$ cat config.mk
export PLATFORM = sky130hd
export DESIGN_NAME = frame_encoder_crc_a_core
export DESIGN_NICKNAME = d
export VERILOG_FILES = /design/src/rtl/core/fec_pkg.sv /design/src/rtl/core/fec_front.sv /design/src/rtl/core/fec_queue.sv /design/src/rtl/core/fec_back.sv /design/src/rtl/core/frame_encoder_crc_a_core.sv
export SDC_FILE = /design/constraint.sdc
export NUM_CORES = 1
export LEC_CHECK = 0
export BUFFER_PORTS_ARGS = -buffer_cell sky130_fd_sc_hd__buf_2
export CAP_MARGIN = 20
export CORE_AREA = 2 2 114 116
export CTS_CLUSTER_DIAMETER = 150
export DETAILED_ROUTE_END_ITERATION = 12
export DIE_AREA = 0 0 116 118
export PLACE_DENSITY = 0.73
export REMOVE_ABC_BUFFERS = 1
export SLEW_MARGIN = 40
export SYNTH_ARGS = -nofsm -noshare
export SYNTH_HDL_FRONTEND = slang
export SYNTH_SLANG_ARGS = --single-unit
$ cat constraint.sdc
create_clock -name aclk -period 4.7 [get_ports aclk]
set_clock_uncertainty 0.2 [all_clocks]
set_input_delay 0.235 -clock aclk [delete_from_list [all_inputs] [get_ports aclk]]
set_output_delay 0.235 -clock aclk [all_outputs]
set_load 0.05 [all_outputs]
$ cat src/rtl/core/fec_pkg.sv
// ----------------------------------------------------------------------------
// fec_pkg
// Shared types, constants and the CRC-16 fold step for the frame encoder.
// ----------------------------------------------------------------------------
`default_nettype none

package fec_pkg;

    localparam logic [7:0]  SYNC_BYTE  = 8'h55;
    localparam logic [15:0] CRC_PRESET = 16'h6363;
    localparam logic [7:0]  LEN_MAX    = 8'hFF;

    localparam int QDEPTH = 4;
    localparam int QAW    = $clog2(QDEPTH);

    typedef enum logic [1:0] {
        OP_START,
        OP_DATA,
        OP_ERR
    } op_t;

    typedef struct packed {
        op_t        op;
        logic [7:0] arg;
        logic [7:0] len;
        logic       last;
    } cmd_t;

    function automatic logic [15:0] crc_fold(input logic [15:0] crc, input logic [7:0] v);
        logic [7:0] b;
        b = v ^ crc[7:0];
        b = b ^ {b[3:0], 4'h0};
        return {8'h00, crc[15:8]} ^ {b, 8'h00} ^ {5'b00000, b, 3'b000}
            ^ {12'h000, b[7:4]};
    endfunction

endpackage

`default_nettype wire

$ cat src/rtl/core/fec_front.sv
// ----------------------------------------------------------------------------
// fec_front
// Accepts input words, tracks the open frame and classifies each word into a
// start, data or error command for the back end.
// ----------------------------------------------------------------------------
`default_nettype none

module fec_front (
    input  wire logic          aclk,
    input  wire logic          aresetn,
    input  wire logic          s_valid,
    output logic               s_ready,
    input  wire logic          s_action,
    input  wire logic [7:0]    s_frame_command,
    input  wire logic [7:0]    s_payload_length,
    input  wire logic [7:0]    s_payload_byte,
    output logic               q_push,
    output fec_pkg::cmd_t      q_data,
    input  wire logic          q_ready
);

    logic       frame_open_reg;
    logic       frame_open_next;
    logic [7:0] bytes_left_reg;
    logic [7:0] bytes_left_next;

    assign s_ready = q_ready;
    assign q_push  = s_valid && q_ready;

    always_comb begin
        frame_open_next = frame_open_reg;
        bytes_left_next = bytes_left_reg;
        q_data.op   = fec_pkg::OP_ERR;
        q_data.arg  = 8'h00;
        q_data.len  = 8'h00;
        q_data.last = 1'b1;
        if (!s_action) begin
            q_data.op       = fec_pkg::OP_START;
            q_data.arg      = s_frame_command;
            q_data.len      = s_payload_length;
            q_data.last     = (s_payload_length == 8'h00);
            frame_open_next = (s_payload_length != 8'h00);
            bytes_left_next = s_payload_length;
        end else if (frame_open_reg) begin
            q_data.op       = fec_pkg::OP_DATA;
            q_data.arg      = s_payload_byte;
            q_data.last     = (bytes_left_reg == 8'h01);
            bytes_left_next = bytes_left_reg - 8'h01;
            frame_open_next = (bytes_left_reg != 8'h01);
        end
    end

    always_ff @(posedge aclk) begin
        if (!aresetn) begin
            frame_open_reg <= 1'b0;
            bytes_left_reg <= 8'h00;
        end else if (q_push) begin
            frame_open_reg <= frame_open_next;
            bytes_left_reg <= bytes_left_next;
        end
    end

endmodule

`default_nettype wire

$ cat src/rtl/core/fec_queue.sv
// ----------------------------------------------------------------------------
// fec_queue
// Small command queue between the front and back ends of the encoder.
// ----------------------------------------------------------------------------
`default_nettype none

module fec_queue (
    input  wire logic          aclk,
    input  wire logic          aresetn,
    input  wire logic          push,
    input  wire fec_pkg::cmd_t push_data,
    output logic               push_ready,
    output logic               pop_valid,
    output fec_pkg::cmd_t      pop_data,
    input  wire logic          pop
);

    fec_pkg::cmd_t             mem_reg [fec_pkg::QDEPTH];
    logic [fec_pkg::QAW-1:0]   wr_ptr_reg;
    logic [fec_pkg::QAW-1:0]   rd_ptr_reg;
    logic [fec_pkg::QAW:0]     count_reg;
    logic                      do_push;
    logic                      do_pop;

    assign push_ready = (count_reg != (fec_pkg::QAW+1)'(fec_pkg::QDEPTH));
    assign pop_valid  = (count_reg != '0);
    assign pop_data   = mem_reg[rd_ptr_reg];
    assign do_push    = push && push_ready;
    assign do_pop     = pop && pop_valid;

    always_ff @(posedge aclk) begin
        if (do_push) begin
            mem_reg[wr_ptr_reg] <= push_data;
        end
    end

    always_ff @(posedge aclk) begin
        if (!aresetn) begin
            wr_ptr_reg <= '0;
            rd_ptr_reg <= '0;
            count_reg  <= '0;
        end else begin
            if (do_push) begin
                wr_ptr_reg <= wr_ptr_reg + 1'b1;
            end
            if (do_pop) begin
                rd_ptr_reg <= rd_ptr_reg + 1'b1;
            end
            case ({do_push, do_pop})
                2'b10:   count_reg <= count_reg + 1'b1;
                2'b01:   count_reg <= count_reg - 1'b1;
                default: count_reg <= count_reg;
            endcase
        end
    end

endmodule

`default_nettype wire

$ cat src/rtl/core/fec_back.sv
// ----------------------------------------------------------------------------
// fec_back
// Executes queued commands one output word per cycle while the result channel
// is not stalled, keeps the running CRC-16 and drives the registered result channel.
// ----------------------------------------------------------------------------
`default_nettype none

module fec_back (
    input  wire logic          aclk,
    input  wire logic          aresetn,
    input  wire logic          q_valid,
    input  wire fec_pkg::cmd_t q_data,
    output logic               q_pop,
    output logic               m_valid,
    input  wire logic          m_ready,
    output logic [7:0]         m_out_byte,
    output logic               m_frame_end,
    output logic               m_run_last,
    output logic               m_error
);

    fec_pkg::cmd_t cur_reg;
    logic          cur_valid_reg;
    logic [2:0]    step_reg;
    logic [15:0]   crc_reg;
    logic [15:0]   crc_next;
    logic          m_valid_reg;
    logic [7:0]    m_out_byte_reg;
    logic          m_frame_end_reg;
    logic          m_run_last_reg;
    logic          m_error_reg;

    logic [7:0]    byte_c;
    logic          end_c;
    logic          last_c;
    logic          err_c;
    logic          fold_c;
    logic          preset_c;
    logic          advance;
    logic          fire;

    always_comb begin
        byte_c   = 8'h00;
        end_c    = 1'b0;
        last_c   = 1'b1;
        err_c    = 1'b0;
        fold_c   = 1'b0;
        preset_c = 1'b0;
        case (cur_reg.op)
            fec_pkg::OP_START: begin
                last_c = 1'b0;
                case (step_reg)
                    3'd0: begin
                        byte_c   = fec_pkg::SYNC_BYTE;
                        fold_c   = 1'b1;
                        preset_c = 1'b1;
                    end
                    3'd1: begin
                        byte_c = cur_reg.arg;
                        fold_c = 1'b1;
                    end
                    3'd2: begin
                        byte_c = cur_reg.len;
                        fold_c = 1'b1;
                    end
                    3'd3: begin
                        byte_c = fec_pkg::LEN_MAX - cur_reg.len;
                        fold_c = 1'b1;
                        last_c = !cur_reg.last;
                    end
                    3'd4: begin
                        byte_c = crc_reg[7:0];
                    end
                    default: begin
                        byte_c = crc_reg[15:8];
                        end_c  = 1'b1;
                        last_c = 1'b1;
                    end
                endcase
            end
            fec_pkg::OP_DATA: begin
                case (step_reg)
                    3'd0: begin
                        byte_c = cur_reg.arg;
                        fold_c = 1'b1;
                        last_c = !cur_reg.last;
                    end
                    3'd1: begin
                        byte_c = crc_reg[7:0];
                        last_c = 1'b0;
                    end
                    default: begin
                        byte_c = crc_reg[15:8];
                        end_c  = 1'b1;
                    end
                endcase
            end
            default: begin
                err_c = 1'b1;
            end
        endcase
    end

    always_comb begin
        crc_next = crc_reg;
        if (fold_c) begin
            crc_next = fec_pkg::crc_fold(preset_c ? fec_pkg::CRC_PRESET : crc_reg, byte_c);
        end
    end

    assign advance = !m_valid_reg || m_ready;
    assign fire    = cur_valid_reg && advance;
    assign q_pop   = q_valid && (!cur_valid_reg || (fire && last_c));

    always_ff @(posedge aclk) begin
        if (!aresetn) begin
            cur_valid_reg <= 1'b0;
            step_reg      <= 3'd0;
            crc_reg       <= fec_pkg::CRC_PRESET;
            m_valid_reg   <= 1'b0;
        end else begin
            if (fire) begin
                m_valid_reg <= 1'b1;
                crc_reg     <= crc_next;
            end else if (m_ready) begin
                m_valid_reg <= 1'b0;
            end
            if (q_pop) begin
                cur_valid_reg <= 1'b1;
                step_reg      <= 3'd0;
            end else begin
                if (fire) begin
                    step_reg <= step_reg + 3'd1;
                end
                if (fire && last_c) begin
                    cur_valid_reg <= 1'b0;
                end
            end
        end
    end

    always_ff @(posedge aclk) begin
        if (q_pop) begin
            cur_reg <= q_data;
        end
        if (fire) begin
            m_out_byte_reg  <= byte_c;
            m_frame_end_reg <= end_c;
            m_run_last_reg  <= last_c;
            m_error_reg     <= err_c;
        end
    end

    assign m_valid     = m_valid_reg;
    assign m_out_byte  = m_out_byte_reg;
    assign m_frame_end = m_frame_end_reg;
    assign m_run_last  = m_run_last_reg;
    assign m_error     = m_error_reg;

endmodule

`default_nettype wire

$ cat src/rtl/core/frame_encoder_crc_a_core.sv
// ----------------------------------------------------------------------------
// frame_encoder_crc_a_core
// Serial link frame builder with an ISO 14443-A CRC-16 over header and data.
//
// The input channel (s_) takes one word per cycle: a start word opens a frame
// and gives rise to the header 0x55, command, length and 0xFF minus length,
// followed by the CRC low and high bytes when the length is zero. A data word
// inside a frame gives its byte, and the CRC bytes after the last one. A data
// word outside a frame gives one word with the error flag set.
// The result channel (m_) delivers one output word per cycle; m_run_last marks
// the last output word of each input word and m_frame_end the CRC high byte.
// An input word passes through a queue entry and cur_reg before its first
// output word is registered. Input words enter at one per cycle while the
// four-entry command queue has room; sustained throughput is set by the back
// end, which emits one output word per cycle (a start word gives 4 or 6).
// A stalled receiver holds the output register; the back end then stops and
// the input channel stays ready until the queue fills. Reset empties the queue
// and the output register and closes any open frame.
// ----------------------------------------------------------------------------
`default_nettype none

module frame_encoder_crc_a_core (
    input  wire logic        aclk,
    input  wire logic        aresetn,
    input  wire logic        s_valid,
    output logic             s_ready,
    input  wire logic        s_action,
    input  wire logic [7:0]  s_frame_command,
    input  wire logic [7:0]  s_payload_length,
    input  wire logic [7:0]  s_payload_byte,
    output logic             m_valid,
    input  wire logic        m_ready,
    output logic [7:0]       m_out_byte,
    output logic             m_frame_end,
    output logic             m_run_last,
    output logic             m_error
);

    logic          push;
    fec_pkg::cmd_t push_data;
    logic          push_ready;
    logic          pop_valid;
    fec_pkg::cmd_t pop_data;
    logic          pop;

    fec_front u_front (
        .aclk             (aclk),
        .aresetn          (aresetn),
        .s_valid          (s_valid),
        .s_ready          (s_ready),
        .s_action         (s_action),
        .s_frame_command  (s_frame_command),
        .s_payload_length (s_payload_length),
        .s_payload_byte   (s_payload_byte),
        .q_push           (push),
        .q_data           (push_data),
        .q_ready          (push_ready)
    );

    fec_queue u_queue (
        .aclk       (aclk),
        .aresetn    (aresetn),
        .push       (push),
        .push_data  (push_data),
        .push_ready (push_ready),
        .pop_valid  (pop_valid),
        .pop_data   (pop_data),
        .pop        (pop)
    );

    fec_back u_back (
        .aclk        (aclk),
        .aresetn     (aresetn),
        .q_valid     (pop_valid),
        .q_data      (pop_data),
        .q_pop       (pop),
        .m_valid     (m_valid),
        .m_ready     (m_ready),
        .m_out_byte  (m_out_byte),
        .m_frame_end (m_frame_end),
        .m_run_last  (m_run_last),
        .m_error     (m_error)
    );

endmodule

`default_nettype wire

==> flow_summary.toml <==
[global_route]
grt_max_degree = 27
antenna_found_initial = 0
grt_use_total = 0.221
grt-ovfl-total = 0
grt_pass1_wl_mm = 22.9
grt_pass1_vias = 4514

[hold_path]
hold_depth = 2
hold_path_class = "in2reg"

[yosys]
synth_edf_count = 106
synth_cells = 544
synth_top_area_frac = 0.470
synth_area_leader_cell = "edfxtp_1"
ys_async_sr_fraction = 0
seq_area_frac_synth = 0.580
synth_warnings = 0
syn_area_per_cell_um2 = 12.4
ys_seq_elements = 143
synth_area_leaders = "edfxtp_1 47%, dfxtp_1 11%, mux4_2 6.3%"
yosysUniqueCellTypes = 66
yosys_most_used_dff = "edfxtp_1"
synth_area_um2 = 6770

[power_and_ir_drop]
power_density_nw_per_um2 = 697
p_leak_nw = 2.91
ir_worst_vdd_mv = 0.317

[cts]
cts_buffer_depth = 2
htree_num_levels = 4
cts_tree = "yes"
cts_made_buffers = 17
cts_root_buf = "clkbuf_16"
cts_resized = 0
clkTransAtPathRegs_ns = 0.06
clkLatencyLatePin_ns = 0.43
cts_setup_buffers = 0
clock_sinks = 143

[sta]
relSlewSlack = 0.430
period_minus_slack_ns = 3.82
report.final.slew_viol_count = 0
post-route-period-util = 0.813
grt_setup_unrepaired = "no"
max_freq_mhz = 262
finalSetupViolations = 0
final.setup.tns_ns = 0
final.setup.worst_slack_ns = 0.880
hold_violations = 0
worstMarginPinSlew_ns = 0.855

[cells_and_area]
drive_gt1_frac = 0.198
largest_reg_flops = 76
diodes = 0
fin_area_um2 = 7920
final_cells = 783
areaGrowthSynthToFinish_pct = 17.1
nets = 640
final_core_util = 0.638

[critical_path]
cp_cell_sequence = "inv_1 -> ha_1 -> o31a_1 -> o311ai_1 -> a21oi_1 -> ha_1 -> inv_1 -> fa_1 -> xor2_1 -> or3_1 -> a21oi_1"
max_stage_delay_ns = 0.85
rr_endpoint = "u_queue.count_reg[2]"
worst-r2r-cell-count = 11
cp_slowest_cell = "dfxtp_1"
cp_top_family = "compound AO/OA/AOI/OAI gates"
end_kind = "flop"
crit_start = "u_back.step_reg[2]"
criticalPathCategory = "reg2reg"
cp-endpoint = "u_queue.count_reg[2]"
crit_cells = 11
critPathRequiredTime_ns = 4.85
rrSetupSlack_ns = 0.88
critPathLaunchType = "flop"
crit_arrival_ns = 3.97
r2r-start = "u_back.step_reg[2]"
critical_path.max_fanout = 24
worst-path-buf-inv = 2

[drt]
totalWireLength_mm = 14.1
viasPerCell = 5.89
via_count = 4609
drt_iter0_drc = 361
firstDrtPassIters = 5
drc = 0
wire_per_inst_um = 18.0
drt.antenna.violating_nets = 0

[placed_design]
io_buffers = 41
dpl-instance-area_um2 = 7100
dp.cells = 733
dp_slack_ns = 1.08
hpwl_mm = 9.34
gp_congestion = 0.895

[die]
dieArea_um2 = 13700
rows = 41
dieWidth_um = 116
initial_core_util = 0.545
core_area_um2 = 12400
die_height_um = 118
ios = 42

[run_status]
status = "finished, final reports clean"

[flow_run]
cap_viol_max_count = 0
synthesized netlist by cell type (12+ instances only):
cell and number:
nand3_1 14, o21ai_0 22, a22o_1 14, dfxtp_1 37, nand2_1 33, nor2_1 47
mux4_2 19, nor2b_1 13, inv_1 18, clkbuf_1 17, edfxtp_1 106, ha_1 12
a21oi_1 33
metal layers:
layer | wire, um | track usage | share of wire
met4 | 373 | 0.0796 | 0.026
met1 | 5910 | 0.273 | 0.42
met2 | 7090 | 0.362 | 0.50
met3 | 756 | 0.0700 | 0.053
met5 | 0 | 0 | 0
through the flow:
step | total power [W] | hold slack, ns
6_report | 0.00552 | 0.0172
5_1_grt | 0.00584 | 0.0306
4_1_cts | 0.00551 | 0.00321
3_5_place_dp | 0.00405 | 0.284
3_3_place_gp | 0.00399 | 0.279
2_1_floorplan | 0.00354 | 0.107
worst min-delay path by stage:
| stage | to | from |
|---|---|---|
| after floorplan | u_back.crc_reg[13] | aresetn |
| after global placement | u_queue.wr_ptr_reg[1] | u_queue.wr_ptr_reg[1] |
| after detailed placement | u_back.crc_reg[12] | u_back.crc_reg[12] |
| after CTS | u_queue.mem_reg[2][12] | s_frame_command[3] |
| after global routing | u_queue.mem_reg[3][12] | s_frame_command[3] |
| final | u_queue.mem_reg[2][12] | s_frame_command[3] |
power breakdown:
group	total, W	leakage [nW]	switching, W	internal [W]
logic	0.00208	1.31	0.00118	0.000896
clock network	0.00144	0.304	0.000542	0.000894
registers	0.00201	1.30	0.000248	0.00176
total	0.00552	2.91	0.00197	0.00355
what timing repair did:
| item | CTS | global route |
|---|---|---|
| endpoints found under the hold margin | 38 | 0 |
| setup endpoints to repair | 0 | 0 |
| hold buffers | 18 | 0 |
final cells by class:
class	instances	area (um2)
inverters	20	76.3
clock inverters	15	204
clock buffers	17	425
multi-input cells	353	2660
repair buffers	63	415
flip-flops and latches	143	3930
fillers	959	4490
well taps	172	215
layout by cell type (no fill, tap or decap), types with 5 or more instances in the layout:
| cell | Yosys | layout |
|---|---|---|
| a211oi_1 | 5 | 5 |
| a22o_1 | 14 | 14 |
| nor3_1 | 8 | 8 |
| o22ai_1 | 6 | 6 |
| or3_1 | 8 | 8 |
| nor2b_1 | 13 | 13 |
| o21ai_0 | 22 | 22 |
| clkbuf_16 | 0 | 17 |
| buf_2 | 5 | 41 |
| dlygate4sd3_1 | 0 | 18 |
| or2_2 | 5 | 5 |
| mux4_2 | 19 | 19 |
| and3_1 | 10 | 6 |
| o211ai_1 | 8 | 8 |
| and2_1 | 8 | 7 |
| a21oi_1 | 33 | 32 |
| ha_1 | 12 | 12 |
| edfxtp_1 | 106 | 106 |
| nand2_1 | 33 | 33 |
| nand3_1 | 14 | 14 |
| dfxtp_1 | 37 | 36 |
| nor2_1 | 47 | 46 |
| xnor2_1 | 8 | 8 |
| nand2b_1 | 5 | 5 |
| a31oi_1 | 7 | 7 |
| inv_1 | 18 | 18 |
kinds of logic after synthesis:
logic type,synth area share
AO/OA/AOI/OAI,0.139
XOR/XNOR,0.0292
adder cells (fa/ha/maj),0.0251
buffers and inverters,0.0300
flip-flops,0.580
multiplexers,0.0729
AND/OR/NAND/NOR,0.124
worst reg2reg max path, cell delays in order, from the launching register on:
cell,delay [ns]
dfxtp_1,0.85
inv_1,0.21
ha_1,0.38
o31a_1,0.36
o311ai_1,0.56
a21oi_1,0.16
ha_1,0.24
inv_1,0.07
fa_1,0.17
xor2_1,0.08
or3_1,0.32
a21oi_1,0.15
Note: power is estimated with default switching activity, not from simulation.
